<file path="config.mk">
export PLATFORM = sky130hd
export DESIGN_NAME = script_source_lexer_core_flat
export DESIGN_NICKNAME = d
export VERILOG_FILES = /design/src/hw/rtl/ssl_pkg.sv /design/src/hw/rtl/ssl_if.sv /design/src/hw/rtl/ssl_front.sv /design/src/hw/rtl/ssl_fifo.sv /design/src/hw/rtl/ssl_back.sv /design/src/hw/rtl/script_source_lexer_core.sv /design/src/flat_wrapper.sv
export VERILOG_INCLUDE_DIRS = /design/src /design/src/hw/rtl
export SDC_FILE = /design/constraint.sdc
export NUM_CORES = 1
export LEC_CHECK = 0
export ABC_CLOCK_PERIOD_IN_PS = 16820
export BUFFER_PORTS_ARGS = -buffer_cell sky130_fd_sc_hd__buf_2
export CORE_ASPECT_RATIO = 0.5
export CORE_MARGIN = 10
export CORE_UTILIZATION = 47
export DETAILED_ROUTE_END_ITERATION = 7
export HOLD_SLACK_MARGIN = 0.12
export PLACE_DENSITY = 0.67
export SYNTH_ARGS = -nofsm -noshare
export SYNTH_HDL_FRONTEND = slang
export SYNTH_HIERARCHICAL = 1
export SYNTH_SLANG_ARGS = --single-unit
</file>
<file path="constraint.sdc">
create_clock -name clk -period 16.82 [get_ports clk]
set_clock_uncertainty 0.05 [all_clocks]
set_input_delay 1.682 -clock clk [delete_from_list [all_inputs] [get_ports clk]]
set_output_delay 1.682 -clock clk [all_outputs]
set_load 0.005 [all_outputs]
</file>
<file path="src/hw/rtl/script_source_lexer_core_assert.svh">
// Assertion macros for the lexer core; define NO_ASSERTIONS to drop them.
`ifndef SCRIPT_SOURCE_LEXER_CORE_ASSERT_SVH
`define SCRIPT_SOURCE_LEXER_CORE_ASSERT_SVH
`ifndef NO_ASSERTIONS
`define SSL_ASSERT(label, prop, msg) \
  label: assert property (@(posedge clk) disable iff (rst) prop) else $error(msg);
`define SSL_ASSERT_ALWAYS(label, prop, msg) \
  label: assert property (@(posedge clk) prop) else $error(msg);
`else
`define SSL_ASSERT(label, prop, msg)
`define SSL_ASSERT_ALWAYS(label, prop, msg)
`endif
`endif

</file>
<file path="src/hw/rtl/ssl_pkg.sv">
package ssl_pkg;

  localparam int unsigned QUEUE_DEPTH = 4;
  localparam int unsigned MAX_RESULTS = 4;
  localparam int unsigned IDX_W       = 2;

  localparam logic [2:0] MODE_NORMAL  = 3'd0;
  localparam logic [2:0] MODE_STRING  = 3'd1;
  localparam logic [2:0] MODE_ESCAPE  = 3'd2;
  localparam logic [2:0] MODE_COMMENT = 3'd3;
  localparam logic [2:0] MODE_SKIP    = 3'd4;

  localparam logic [2:0] KIND_BYTE          = 3'd0;
  localparam logic [2:0] KIND_TOKEN_END     = 3'd1;
  localparam logic [2:0] KIND_LINE_END      = 3'd2;
  localparam logic [2:0] KIND_UNTERM_STRING = 3'd3;
  localparam logic [2:0] KIND_UNTERM_ESCAPE = 3'd4;
  localparam logic [2:0] KIND_DONE          = 3'd5;

  localparam logic [7:0] CH_LF     = 8'd10;
  localparam logic [7:0] CH_CR     = 8'd13;
  localparam logic [7:0] CH_SPACE  = 8'd32;
  localparam logic [7:0] CH_QUOTE  = 8'd39;
  localparam logic [7:0] CH_BSLASH = 8'd92;
  localparam logic [7:0] CH_SLASH  = 8'd47;
  localparam logic [7:0] CH_N      = 8'd110;
  localparam logic [7:0] CH_B      = 8'd98;
  localparam logic [7:0] CH_T      = 8'd116;
  localparam logic [7:0] CH_BS     = 8'd8;
  localparam logic [7:0] CH_TAB    = 8'd9;

  localparam logic [2:0] MAX_COUNT = 3'(MAX_RESULTS);

  // All results caused by one source byte.
  typedef struct packed {
    logic [2:0]                   count;
    logic [MAX_RESULTS-1:0][2:0]  kind;
    logic [MAX_RESULTS-1:0][7:0]  value;
  } bundle_t;

endpackage

</file>
<file path="src/hw/rtl/ssl_if.sv">
interface ssl_in_if;
  logic       valid;
  logic       ready;
  logic [7:0] code_in;
  logic       end_of_source;

  modport source (output valid, code_in, end_of_source, input ready);
  modport sink (input valid, code_in, end_of_source, output ready);
endinterface

interface ssl_out_if;
  logic       valid;
  logic       ready;
  logic [2:0] kind;
  logic [7:0] value_out;
  logic       run_end;

  modport source (output valid, kind, value_out, run_end, input ready);
  modport sink (input valid, kind, value_out, run_end, output ready);
endinterface

</file>
<file path="src/hw/rtl/ssl_front.sv">
module ssl_front (
  input  logic             clk,
  input  logic             rst,
  ssl_in_if.sink           src,
  output logic             push_valid,
  input  logic             push_ready,
  output ssl_pkg::bundle_t push_data
);

  logic [2:0] lex_mode, lex_mode_next;
  logic       token_open, token_open_next;
  logic       line_open, line_open_next;

  logic [2:0] n;
  logic       finish;
  logic [ssl_pkg::MAX_RESULTS-1:0][2:0] kk;
  logic [ssl_pkg::MAX_RESULTS-1:0][7:0] vv;
  logic [7:0] c;
  logic       last;
  logic       accept;

  assign c      = src.code_in;
  assign last   = src.end_of_source;
  assign accept = src.valid & src.ready;

  always_comb begin
    n               = 3'd0;
    kk              = '0;
    vv              = '0;
    lex_mode_next   = lex_mode;
    token_open_next = token_open;
    line_open_next  = line_open;
    finish          = last;

    case (lex_mode)
      ssl_pkg::MODE_SKIP: begin
        finish = 1'b0;
      end
      ssl_pkg::MODE_STRING: begin
        if (c == ssl_pkg::CH_LF ||
            (last && c != ssl_pkg::CH_QUOTE && c != ssl_pkg::CH_BSLASH)) begin
          kk[n[1:0]] = ssl_pkg::KIND_UNTERM_STRING;
          n = n + 3'd1;
          finish = 1'b0;
          lex_mode_next = ssl_pkg::MODE_SKIP;
        end else if (c == ssl_pkg::CH_BSLASH) begin
          if (last) begin
            kk[n[1:0]] = ssl_pkg::KIND_UNTERM_ESCAPE;
            n = n + 3'd1;
            finish = 1'b0;
            lex_mode_next = ssl_pkg::MODE_SKIP;
          end else begin
            lex_mode_next = ssl_pkg::MODE_ESCAPE;
          end
        end else begin
          kk[n[1:0]] = ssl_pkg::KIND_BYTE;
          vv[n[1:0]] = c;
          n = n + 3'd1;
          token_open_next = 1'b1;
          if (c == ssl_pkg::CH_QUOTE) begin
            lex_mode_next = ssl_pkg::MODE_NORMAL;
          end
        end
      end
      ssl_pkg::MODE_ESCAPE: begin
        if (last) begin
          kk[n[1:0]] = ssl_pkg::KIND_UNTERM_STRING;
          n = n + 3'd1;
          finish = 1'b0;
          lex_mode_next = ssl_pkg::MODE_SKIP;
        end else begin
          token_open_next = 1'b1;
          lex_mode_next = ssl_pkg::MODE_STRING;
          kk[n[1:0]] = ssl_pkg::KIND_BYTE;
          if (c == ssl_pkg::CH_N) begin
            vv[n[1:0]] = ssl_pkg::CH_LF;
            n = n + 3'd1;
          end else if (c == ssl_pkg::CH_B) begin
            vv[n[1:0]] = ssl_pkg::CH_BS;
            n = n + 3'd1;
          end else if (c == ssl_pkg::CH_T) begin
            vv[n[1:0]] = ssl_pkg::CH_TAB;
            n = n + 3'd1;
          end else if (c == ssl_pkg::CH_QUOTE) begin
            vv[n[1:0]] = ssl_pkg::CH_QUOTE;
            n = n + 3'd1;
          end else begin
            // unknown escape: pass the backslash, then the character
            vv[n[1:0]] = ssl_pkg::CH_BSLASH;
            n = n + 3'd1;
            kk[n[1:0]] = ssl_pkg::KIND_BYTE;
            vv[n[1:0]] = c;
            n = n + 3'd1;
          end
        end
      end
      ssl_pkg::MODE_COMMENT: begin
        if (c == ssl_pkg::CH_LF) begin
          if (token_open_next) begin
            kk[n[1:0]] = ssl_pkg::KIND_TOKEN_END;
            n = n + 3'd1;
            token_open_next = 1'b0;
            line_open_next = 1'b1;
          end
          kk[n[1:0]] = ssl_pkg::KIND_LINE_END;
          n = n + 3'd1;
          line_open_next = 1'b0;
          lex_mode_next = ssl_pkg::MODE_NORMAL;
        end
      end
      default: begin
        lex_mode_next = ssl_pkg::MODE_NORMAL;
        if (c == ssl_pkg::CH_LF || c == ssl_pkg::CH_CR || c == ssl_pkg::CH_SPACE) begin
          if (token_open_next) begin
            kk[n[1:0]] = ssl_pkg::KIND_TOKEN_END;
            n = n + 3'd1;
            token_open_next = 1'b0;
            line_open_next = 1'b1;
          end
          if (c == ssl_pkg::CH_LF) begin
            kk[n[1:0]] = ssl_pkg::KIND_LINE_END;
            n = n + 3'd1;
            line_open_next = 1'b0;
          end
        end else if (c == ssl_pkg::CH_QUOTE) begin
          if (last) begin
            kk[n[1:0]] = ssl_pkg::KIND_UNTERM_STRING;
            n = n + 3'd1;
            finish = 1'b0;
            lex_mode_next = ssl_pkg::MODE_SKIP;
          end else begin
            kk[n[1:0]] = ssl_pkg::KIND_BYTE;
            vv[n[1:0]] = c;
            n = n + 3'd1;
            token_open_next = 1'b1;
            lex_mode_next = ssl_pkg::MODE_STRING;
          end
        end else if (c == ssl_pkg::CH_SLASH) begin
          lex_mode_next = ssl_pkg::MODE_COMMENT;
        end else begin
          kk[n[1:0]] = ssl_pkg::KIND_BYTE;
          vv[n[1:0]] = c;
          n = n + 3'd1;
          token_open_next = 1'b1;
        end
      end
    endcase

    // end of source: close the token, close a non-empty line, mark done
    if (finish) begin
      if (token_open_next) begin
        kk[n[1:0]] = ssl_pkg::KIND_TOKEN_END;
        n = n + 3'd1;
        line_open_next = 1'b1;
      end
      if (line_open_next) begin
        kk[n[1:0]] = ssl_pkg::KIND_LINE_END;
        n = n + 3'd1;
      end
      kk[n[1:0]] = ssl_pkg::KIND_DONE;
      n = n + 3'd1;
    end
    if (last) begin
      lex_mode_next   = ssl_pkg::MODE_NORMAL;
      token_open_next = 1'b0;
      line_open_next  = 1'b0;
    end
  end

  assign src.ready       = push_ready;
  assign push_valid      = src.valid & (n != 3'd0);
  assign push_data.count = n;
  assign push_data.kind  = kk;
  assign push_data.value = vv;

  always_ff @(posedge clk) begin
    if (rst) begin
      lex_mode   <= ssl_pkg::MODE_NORMAL;
      token_open <= 1'b0;
      line_open  <= 1'b0;
    end else if (accept) begin
      lex_mode   <= lex_mode_next;
      token_open <= token_open_next;
      line_open  <= line_open_next;
    end
  end

endmodule

</file>
<file path="src/hw/rtl/ssl_fifo.sv">
module ssl_fifo #(
  parameter int unsigned DEPTH = ssl_pkg::QUEUE_DEPTH
) (
  input  logic             clk,
  input  logic             rst,
  input  logic             push_valid,
  output logic             push_ready,
  input  ssl_pkg::bundle_t push_data,
  output logic             pop_valid,
  input  logic             pop_ready,
  output ssl_pkg::bundle_t pop_data
);

  localparam int unsigned PTR_W = (DEPTH > 1) ? $clog2(DEPTH) : 1;
  localparam int unsigned CNT_W = $clog2(DEPTH + 1);
  localparam logic [PTR_W-1:0] LAST_PTR = PTR_W'(DEPTH - 1);
  localparam logic [CNT_W-1:0] FULL_CNT = CNT_W'(DEPTH);

  ssl_pkg::bundle_t mem [DEPTH];
  logic [PTR_W-1:0] wr_ptr;
  logic [PTR_W-1:0] rd_ptr;
  logic [CNT_W-1:0] count;
  logic             push;
  logic             pop;

  assign push_ready = (count != FULL_CNT);
  assign pop_valid  = (count != '0);
  assign push       = push_valid & push_ready;
  assign pop        = pop_valid & pop_ready;
  assign pop_data   = mem[rd_ptr];

  always_ff @(posedge clk) begin
    if (push) begin
      mem[wr_ptr] <= push_data;
    end
  end

  always_ff @(posedge clk) begin
    if (rst) begin
      wr_ptr <= '0;
      rd_ptr <= '0;
      count  <= '0;
    end else begin
      if (push) begin
        wr_ptr <= (wr_ptr == LAST_PTR) ? '0 : wr_ptr + PTR_W'(1);
      end
      if (pop) begin
        rd_ptr <= (rd_ptr == LAST_PTR) ? '0 : rd_ptr + PTR_W'(1);
      end
      if (push && !pop) begin
        count <= count + CNT_W'(1);
      end else if (pop && !push) begin
        count <= count - CNT_W'(1);
      end
    end
  end

endmodule

</file>
<file path="src/hw/rtl/ssl_back.sv">
module ssl_back (
  input  logic             clk,
  input  logic             rst,
  input  logic             pop_valid,
  output logic             pop_ready,
  input  ssl_pkg::bundle_t pop_data,
  ssl_out_if.source        res
);

  logic [ssl_pkg::IDX_W-1:0] idx;
  logic                      last_res;

  assign last_res      = ((3'(idx) + 3'd1) == pop_data.count);
  assign res.valid     = pop_valid;
  assign res.kind      = pop_data.kind[idx];
  assign res.value_out = pop_data.value[idx];
  assign res.run_end   = last_res;
  // release the bundle once its last result transfers
  assign pop_ready     = res.ready & last_res;

  always_ff @(posedge clk) begin
    if (rst) begin
      idx <= '0;
    end else if (pop_valid && res.ready) begin
      idx <= last_res ? '0 : idx + ssl_pkg::IDX_W'(1);
    end
  end

endmodule

</file>
<file path="src/hw/rtl/script_source_lexer_core.sv">
// Streaming lexer: accepts one source byte per cycle whenever the result queue
// has room, and delivers that byte's 0 to 4 results (token bytes, token and line
// ends, errors, source done) one per cycle while the result channel is ready,
// with run_end on the last one. A byte's results are registered in the result
// queue and offered behind any results still waiting. Input is held back only
// when QUEUE_DEPTH bytes' worth of results are still waiting, so sustained input
// rate is one byte per cycle as long as the consumer takes on average at least
// as many results per cycle as the bytes produce; bytes with no result (comments,
// skipping) only use a queue slot if they produce output.
`include "script_source_lexer_core_assert.svh"

module script_source_lexer_core #(
  parameter int unsigned QUEUE_DEPTH = ssl_pkg::QUEUE_DEPTH
) (
  input  logic       clk,
  input  logic       rst,
  ssl_in_if.sink     src,
  ssl_out_if.source  res
);

  logic             push_valid;
  logic             push_ready;
  ssl_pkg::bundle_t push_data;
  logic             pop_valid;
  logic             pop_ready;
  ssl_pkg::bundle_t pop_data;

  ssl_front u_front (
    .clk        (clk),
    .rst        (rst),
    .src        (src),
    .push_valid (push_valid),
    .push_ready (push_ready),
    .push_data  (push_data)
  );

  ssl_fifo #(
    .DEPTH (QUEUE_DEPTH)
  ) u_fifo (
    .clk        (clk),
    .rst        (rst),
    .push_valid (push_valid),
    .push_ready (push_ready),
    .push_data  (push_data),
    .pop_valid  (pop_valid),
    .pop_ready  (pop_ready),
    .pop_data   (pop_data)
  );

  ssl_back u_back (
    .clk       (clk),
    .rst       (rst),
    .pop_valid (pop_valid),
    .pop_ready (pop_ready),
    .pop_data  (pop_data),
    .res       (res)
  );

  `SSL_ASSERT(a_head_count, pop_valid |-> (pop_data.count != 3'd0 && pop_data.count <= ssl_pkg::MAX_COUNT), "queued bundle has a bad result count")
  `SSL_ASSERT(a_done_last, (res.valid && res.kind == ssl_pkg::KIND_DONE) |-> res.run_end, "source done is not the last result of its byte")
  `SSL_ASSERT(a_error_alone, (res.valid && (res.kind == ssl_pkg::KIND_UNTERM_STRING || res.kind == ssl_pkg::KIND_UNTERM_ESCAPE)) |-> res.run_end, "error result is not the last of its byte")
  `SSL_ASSERT(a_value_zero, (res.valid && res.kind != ssl_pkg::KIND_BYTE) |-> (res.value_out == 8'd0), "non-byte result carries a value")

endmodule

</file>
<file path="src/flat_wrapper.sv">
// flat-port wrapper written by rule: the top's interface ports become plain ports
module script_source_lexer_core_flat 
#(
  parameter int unsigned QUEUE_DEPTH = ssl_pkg::QUEUE_DEPTH
)
  (clk, rst, src_valid, src_code_in, src_end_of_source, src_ready, res_valid, res_kind, res_value_out, res_run_end, res_ready);
  ssl_in_if src_i ();
  ssl_out_if res_i ();
  input  logic clk;
  input  logic rst;
  input wire logic [$bits(src_i.valid)-1:0] src_valid;
  input wire logic [$bits(src_i.code_in)-1:0] src_code_in;
  input wire logic [$bits(src_i.end_of_source)-1:0] src_end_of_source;
  output wire logic [$bits(src_i.ready)-1:0] src_ready;
  output wire logic [$bits(res_i.valid)-1:0] res_valid;
  output wire logic [$bits(res_i.kind)-1:0] res_kind;
  output wire logic [$bits(res_i.value_out)-1:0] res_value_out;
  output wire logic [$bits(res_i.run_end)-1:0] res_run_end;
  input wire logic [$bits(res_i.ready)-1:0] res_ready;
  assign src_i.valid = src_valid;
  assign src_i.code_in = src_code_in;
  assign src_i.end_of_source = src_end_of_source;
  assign src_ready = src_i.ready;
  assign res_valid = res_i.valid;
  assign res_kind = res_i.kind;
  assign res_value_out = res_i.value_out;
  assign res_run_end = res_i.run_end;
  assign res_i.ready = res_ready;
  script_source_lexer_core #(.QUEUE_DEPTH(QUEUE_DEPTH)) u_core (.clk(clk), .rst(rst), .src(src_i), .res(res_i));
endmodule
</file>
==> results of run 1 <==
[cell type report]
type | instances | area [um^2]
clock inverters | 11 | 96.3
clock buffers | 23 | 512
flip-flops and latches | 204 | 5970
fillers | 1574 | 9260
well taps | 266 | 333
multi-input cells | 337 | 3230
inverters | 24 | 90.1
repair buffers | 35 | 198
[per-stage QoR]
step	util	worst slack [ns]	power, mW	hold WS, ns	instances
2_1_floorplan	-	9.62	0.815	0.413	613
3_3_place_gp	0.499	9.01	0.877	0.421	866
3_5_place_dp	0.499	8.72	0.882	0.426	866
4_1_cts	0.530	9.18	1.30	0.443	900
5_1_grt	0.530	8.63	1.34	0.482	900
6_report	0.530	9.13	1.28	0.440	900
[cells by family (layout without fill, tap and decap cells)]
group,count (synthesis),count (layout),share of synthesized area
AOI/OAI and AO/OA,85,85,0.0605
xor gates and xnor gates,13,13,0.0139
adders and majority gates,25,25,0.0336
buffers and inverters,72,93,0.0421
DFF,204,204,0.626
muxes,64,64,0.145
other,1,16,0.000393
and+or+nand+nor,134,134,0.0794
[registers in the layout, indices dropped and copies added, names as in the netlist, named ones only]
register / flops
u_core/u_back/idx: 2
u_core/u_front/line_open: 1
u_core/u_front/token_open: 1
u_core/u_fifo/mem: 188
u_core/u_front/lex_mode: 3
u_core/u_fifo/wr_ptr: 2
u_core/u_fifo/count: 3
u_core/u_fifo/rd_ptr: 2
[layout by cell type (no fill, tap or decap), types with 14 or more instances in the layout]
cell and instances:
sky130_fd_sc_hd__clkbuf_16 20, sky130_fd_sc_hd__ha_1 24, sky130_fd_sc_hd__conb_1 16, sky130_fd_sc_hd__buf_2 26, sky130_fd_sc_hd__mux4_2 55, sky130_fd_sc_hd__edfxtp_1 188
sky130_fd_sc_hd__dfxtp_1 14, sky130_fd_sc_hd__o21ai_0 16, sky130_fd_sc_hd__nand2_1 36, sky130_fd_sc_hd__nor2_1 24, sky130_fd_sc_hd__inv_1 24, sky130_fd_sc_hd__a21oi_1 24
[final timing paths]
path / depth (start not counted) / end / slack [ns]
setup / recovery: 25 / u_core/u_fifo/count[2] / 9.13
hold / removal: 2 / register / 0.44
setup reg to reg: 23 / u_core/u_fifo/count[2] / 10.58
hold reg to reg: 2 / register / 0.44
[layer usage]
metal,wire length (um),GRT usage,share of wire
met4,266,0.0292,0.015
met5,0,0,0
met1,8290,0.185,0.46
met2,8680,0.223,0.48
met3,724,0.0253,0.040
[critical path, delay by kind of cell]
family / cells / cell delay [ns]
AOI/OAI and AO/OA: 6 / 1.53
adders and majority gates: 6 / 1.76
xor gates and xnor gates: 2 / 0.33
muxes: 1 / 0.24
buffers and inverters: 5 / 0.56
and+or+nand+nor: 5 / 1.93
[power by group through the flow]
stage / clock, mW / sequential [mW] / combinational [mW]
after floorplan: 0 / 0.637 / 0.177
after global placement: 0 / 0.642 / 0.235
after detailed placement: 0 / 0.645 / 0.237
after CTS: 0.425 / 0.635 / 0.240
after global routing: 0.448 / 0.639 / 0.255
final: 0.416 / 0.634 / 0.231
==> results.txt, run 1 <==
----------------------------------------------------
[GRT]
  First-pass GRT wire length ... between 20000 and 30000 um
  Pin count of the biggest net entering global routing ... between 40 and 50
  Congestion Overflow GR ... 0
  Initial antenna violation count ... 0
  Vias in the first global route ... approximately 5300
  GRT Overall Usage ... 0.136

[Synth]
  Register area share after synthesis ... 0.626
  Flip-flop and latch count after synthesis ... 204
  Post-synth EDFFs ... about 190
  Commonest register cell after synthesis ... sky130_fd_sc_hd__edfxtp_1
  Number of distinct library cells after synthesis ... just under 80
  Proportion of synthesized flip-flops having asynchronous set or reset ... 0
  Leading cell types by total area after synthesis ... sky130_fd_sc_hd__edfxtp_1 (59%), sky130_fd_sc_hd__mux4_2 (13%), sky130_fd_sc_hd__dfxtp_1 (3.4%)
  Top post-synthesis cells by count ... sky130_fd_sc_hd__edfxtp_1 (188), sky130_fd_sc_hd__mux4_2 (55), sky130_fd_sc_hd__nand2_1 (36)
  Fraction of synthesized cell area taken by the top area cell type ... 0.592
  Top-count cell post-synth ... sky130_fd_sc_hd__edfxtp_1
  Most area-hungry cell type in the Yosys netlist ... sky130_fd_sc_hd__edfxtp_1
  Gate Count Post-Synth ... about 600
  Post-Synthesis Cell Area ... 9540 um^2
  Ys Warns ... 6
  Mean area per synthesized cell ... around 16 um^2

[Timing]
  Worst-margin pin slew ... between 0.9 and 1 ns
  RSZ-0062 raised after global routing ... false
  Final min period ... 7.69 ns
  Tcrit/Tclk final ... 0.457
  Setup_tns ... 0 ns
  Highest clock frequency the design can meet ... roughly 130 MHz
  Final hold vios ... 0
  Final number of max-transition violations ... 0
  Final Setup Violations ... 0
  Worst slew margin ... 0.346

[Layout]
  # nets final ... between 600 and 700
  Layout area overhead ... 9.32%
  Final Cell Area ... between 10000 and 15000 um^2
  Inserted Diodes ... 0
  Share of post-route cells with drive strength above 1 ... 0.222

[Place]
  Placer congestion estimate ... ~0.96
  HPWL Detailed ... ~11000 um
  Number of buffers inserted by port buffering ... 26
  Total cell area at the placement stage ... about 9800 um^2

[Floorplanning]
  Std cell rows ... 36
  Starting utilization of the core area ... 0.484
  Chip Height ... between 100 and 150 um
  Core Footprint ... between 15000 and 20000 um^2
  Die X ... 221 um
  Number of ports placed on the die boundary ... 27
  Die area ... between 20000 and 30000 um^2

[Detailed routing]
  Total Routed Length ... between 15000 and 20000 um
  Routed via count ... 5176
  DR DRC count ... 0
  Number of DRC markers after the initial detailed-route iteration ... around 410
  Per-cell routed wire length ... about 20 um
  Final ANT Viol Nets ... 0
  Vias per cell ... 5.75
  DR pass1 iterations ... 5

[Power]
  Clock network power share ... 0.325
  Net switching power ... around 320 uW
  Sw Share ... 0.252
  Share of power burned in combinational logic ... 0.181
  Worst VDD drop ... between 0.00006 and 0.00007 V
  Part of the total power dissipated in sequential elements ... 0.495
  Pwr/cell area ... between 100 and 150 nW/um^2
  Static Leakage ... roughly 3.5 nW
  Cell-internal power ... around 960 uW

[Critical path]
  Crit path required time ... 17.18 ns
  Type of destination of the critical path ... register
  Start point of the critical path ... src_code_in[7]
  Arr. time, crit path ... roughly 8 ns
  Library cell contributing the largest single delay on the critical path ... sky130_fd_sc_hd__or4b_1
  Peak per-stage delay on the critical path ... between 0.6 and 0.7 ns
  Worst reg2reg startpoint ... u_core/u_front/lex_mode[2]
  Cell occurring most often along the worst timing path ... sky130_fd_sc_hd__ha_1
  Startpoint types ... input pin
  Largest driver fanout on the critical path ... 10
  Worst Path Class, Setup ... input pin to register

[Clock network]
  Post-CTS Hold Fix Bufs ... 0
  CTS Root Buffer Type ... sky130_fd_sc_hd__clkbuf_16
  Max Buffers Root-to-Sink ... 3
  Clock latency of the later-clocked register in the worst-skew pair ... around 0.5 ns
  Maximum level of the CTS H-tree ... 1
  Resize count post-CTS ... 0
  # Post-CTS Setup Buffers ... 0
  Number of clock buffers inserted by TritonCTS ... 20
  Sinks on the clock net ... between 200 and 250
  TritonCTS clock tree ... yes
  CTS clock-pin slew for the worst setup and hold paths ... 0.06 ns

[Job]
  Max-capacitance violation count ... 0

[Worst hold path]
  Type of the worst min-delay path ... register to register
  Worst hold start ... u_core/u_fifo/rd_ptr[0]

[Status]
  Run status ... finished, final reports clean

----------------------------------------------------
Note: power is estimated with default switching activity, not from simulation.
==> inputs of run 2 (changes only) <==
--- a/config.mk
+++ b/config.mk
@@ -6,7 +6,7 @@
 export SDC_FILE = /design/constraint.sdc
 export NUM_CORES = 1
 export LEC_CHECK = 0
-export ABC_CLOCK_PERIOD_IN_PS = 16820
+export ABC_CLOCK_PERIOD_IN_PS = 7900
 export BUFFER_PORTS_ARGS = -buffer_cell sky130_fd_sc_hd__buf_2
 export CORE_ASPECT_RATIO = 0.5
 export CORE_MARGIN = 10
==> constraint.sdc (replaced) <==
create_clock -name clk -period 7.9 [get_ports clk]
set_clock_uncertainty 0.05 [all_clocks]
set_input_delay 0.79 -clock clk [delete_from_list [all_inputs] [get_ports clk]]
set_output_delay 0.79 -clock clk [all_outputs]
set_load 0.005 [all_outputs]
==> results.txt, run 2 (synthesized netlist as in run 1, its figures left out) <==
----------------------------------------------------
[Status]
  Run status ... finished, final reports clean

[Detailed routing]
  Total Routed Length ... 18300 um (+1.9%)
  Vias per cell ... 5.76 (+0.19%)
  Routed via count ... 5203 (+0.52%)
  Number of DRC markers after the initial detailed-route iteration ... 312 (-24%)
  DR DRC count ... 0 (unchanged)
  Final ANT Viol Nets ... 0 (unchanged)
  DR pass1 iterations ... 5 (unchanged)
  Per-cell routed wire length ... 20.3 um (+1.6%)

[Place]
  Dpl cells ... 867 (+0.12%)
  Number of buffers inserted by port buffering ... 26 (unchanged)
  HPWL Detailed ... 11200 um (-0.76%)
  Placer congestion estimate ... 0.937 (-2.0%)
  Worst slack after detailed placement ... 1.02 ns (-7.70 ns)
  Total cell area at the placement stage ... 9820 um^2 (about the same)

[Timing]
  Worst setup margin ... 1.47 ns (-7.67 ns)
  Worst-margin pin slew ... 1.01 ns (+0.0322 ns)
  Fin Hold WS ... 0.443 ns (+0.00314 ns)
  Tcrit/Tclk final ... 0.814
  Highest clock frequency the design can meet ... 155 MHz
  Setup_tns ... 0 ns (unchanged)
  Final min period ... about 6.4 ns
  Final Setup Violations ... 0 (unchanged)
  Worst slew margin ... 0.324 (-0.0215)
  Final hold vios ... 0 (unchanged)
  Final number of max-transition violations ... 0 (unchanged)
  RSZ-0062 raised after global routing ... false

[Critical path]
  Worst-case reg-to-reg path depth ... 23 (unchanged)
  Startpoint types ... input pin
  Critical path capture point ... u_core/u_fifo/count[2]
  Register-to-Register Setup Slack ... 1.66 ns (-8.92 ns)
  Arr. time, crit path ... 6.80 ns (-1.24 ns)
  Crit path required time ... 8.27 ns (-8.91 ns)
  Largest driver fanout on the critical path ... 10 (unchanged)
  Capturing point of the worst reg2reg path ... u_core/u_fifo/count[2]
  Worst Path Class, Setup ... input pin to register
  Start point of the critical path ... src_code_in[7]
  Worst reg2reg startpoint ... u_core/u_front/lex_mode[2]
  Type of destination of the critical path ... register

[Job]
  Max-capacitance violation count ... 0 (unchanged)

[Layout]
  Fraction of the core area covered by cells at the end of the flow ... 0.530 (about the same)
  Most common library cell in the layout ignoring fill and taps ... sky130_fd_sc_hd__edfxtp_1
  Register name with the most flops ... u_core/u_fifo/mem
  Share of post-route cells with drive strength above 1 ... 0.224 (+0.00209)
  Max FFs per register ... 188 (unchanged)
  Fillers ... 1560 (-0.89%)
  Final Cell Area ... 10400 um^2 (about the same)
  Inserted Diodes ... 0 (unchanged)
  Post-layout instance count excluding filler cells ... 903 (+0.33%)
  Area of combinational cells with multiple inputs ... 3230 um^2 (unchanged)
  Leading cell types in the layout, fill and taps excluded ... sky130_fd_sc_hd__edfxtp_1 (188), sky130_fd_sc_hd__mux4_2 (55), sky130_fd_sc_hd__nand2_1 (36)
  # nets final ... 661 (+0.15%)
  Top Registers ... u_core/u_fifo/mem x188, u_core/u_fifo/count x3, u_core/u_front/lex_mode x3
  Layout area overhead ... 9.42% (about the same)
  Sequential Area ... 5970 um^2 (unchanged)

[Clock network]
  Resize count post-CTS ... 0 (unchanged)
  Sinks on the clock net ... 204 (unchanged)
  CTS Root Buffer Type ... sky130_fd_sc_hd__clkbuf_16
  # Post-CTS Setup Buffers ... 0 (unchanged)
  Number of clock buffers inserted by TritonCTS ... 20 (unchanged)
  CTS clock-pin slew for the worst setup and hold paths ... 0.06 ns (about the same)
  Maximum level of the CTS H-tree ... 1 (unchanged)
  TritonCTS clock tree ... yes
  Clock latency of the later-clocked register in the worst-skew pair ... 0.49 ns (about the same)
  Post-CTS Hold Fix Bufs ... 0 (unchanged)
  Max Buffers Root-to-Sink ... 3 (unchanged)

[Floorplanning]
  Die area ... 26700 um^2 (unchanged)
  Number of ports placed on the die boundary ... 27 (unchanged)
  Core Footprint ... 19700 um^2 (unchanged)
  Std cell rows ... 36 (unchanged)
  Starting utilization of the core area ... 0.484 (unchanged)
  Die X ... 221 um (unchanged)
  Chip Height ... 121 um (unchanged)

[Power]
  Total power ... 2.73 mW (+110%)
  Pwr/cell area ... 261 nW/um^2 (+110%)
  Share of power burned in combinational logic ... 0.171 (-0.010)
  Part of the total power dissipated in sequential elements ... 0.504 (+0.009)
  Net switching power ... 687 uW (+110%)
  Sw Share ... 0.252 (about the same)
  Static Leakage ... 3.53 nW (+0.39%)
  Clock network power share ... 0.325 (about the same)
  Cell-internal power ... 2.04 mW (+110%)
  Worst VDD drop ... 0.000136 V (+110%)

[GRT]
  GRT Overall Usage ... 0.136 (+0.000162)
  Pin count of the biggest net entering global routing ... 48 (unchanged)
  Initial antenna violation count ... 0 (unchanged)
  First-pass GRT wire length ... 29300 um (-0.74%)
  Vias in the first global route ... 5253 (-0.91%)
  Congestion Overflow GR ... 0 (unchanged)

[Worst hold path]
  Type of the worst min-delay path ... register to register

----------------------------------------------------
-- run 2: worst min-delay path by stage --
stage,depth (start not counted),slack (ns),to,start
floorplan,2,0.41,register,u_core/u_fifo/rd_ptr[0]
global placement,2,0.42,register,u_core/u_fifo/rd_ptr[0]
detailed placement,2,0.43,register,u_core/u_fifo/rd_ptr[0]
CTS,2,0.44,register,u_core/u_fifo/rd_ptr[0]
global route,2,0.48,register,u_core/u_fifo/rd_ptr[0]
finish,2,0.44,register,u_core/u_fifo/rd_ptr[0]
-- run 2: power by group through the flow --
stage                     registers [mW]  clock network [mW]  logic [mW]
final                               1.37               0.887       0.466
after global routing                1.39               0.955       0.510
after CTS                           1.38               0.909       0.476
after detailed placement            1.40                   0       0.474
after global placement              1.39                   0       0.472
after floorplan                     1.36                   0       0.378
-- run 2: final cells by class --
class	instances	area share
flip-flops and latches	204	0.572
inverters	24	0.00863
multi-input cells	337	0.309
repair buffers	36	0.0197
clock inverters	13	0.00947
well taps	266	0.0319
clock buffers	23	0.0490
-- run 2: per-layer routing --
layer	vias up	global-route usage	share of wire
li1	2358	-	-
met1	2691	0.183	0.45
met2	137	0.227	0.49
met3	17	0.0255	0.057
met4	0	0.0258	0.0093
met5	-	0	0
-- run 2: worst max-delay path, stage by stage --
cell and delay [ns]:
sky130_fd_sc_hd__buf_2 0.15, sky130_fd_sc_hd__or4b_1 0.63, sky130_fd_sc_hd__nor4_2 0.18, sky130_fd_sc_hd__buf_4 0.19, sky130_fd_sc_hd__ha_1 0.19, sky130_fd_sc_hd__o21ai_0 0.08, sky130_fd_sc_hd__a221oi_1 0.33, sky130_fd_sc_hd__a311o_1 0.47
sky130_fd_sc_hd__inv_1 0.13, sky130_fd_sc_hd__ha_1 0.29, sky130_fd_sc_hd__nor2_1 0.09, sky130_fd_sc_hd__o21bai_1 0.17, sky130_fd_sc_hd__inv_1 0.10, sky130_fd_sc_hd__ha_1 0.30, sky130_fd_sc_hd__mux2i_1 0.24, sky130_fd_sc_hd__inv_1 0.11
sky130_fd_sc_hd__ha_1 0.25, sky130_fd_sc_hd__xnor2_1 0.15, sky130_fd_sc_hd__o22ai_1 0.29, sky130_fd_sc_hd__and2_4 0.24, sky130_fd_sc_hd__ha_1 0.19, sky130_fd_sc_hd__inv_1 0.07, sky130_fd_sc_hd__fa_1 0.43, sky130_fd_sc_hd__xor2_1 0.16
sky130_fd_sc_hd__or3_2 0.41, sky130_fd_sc_hd__a21oi_1 0.15
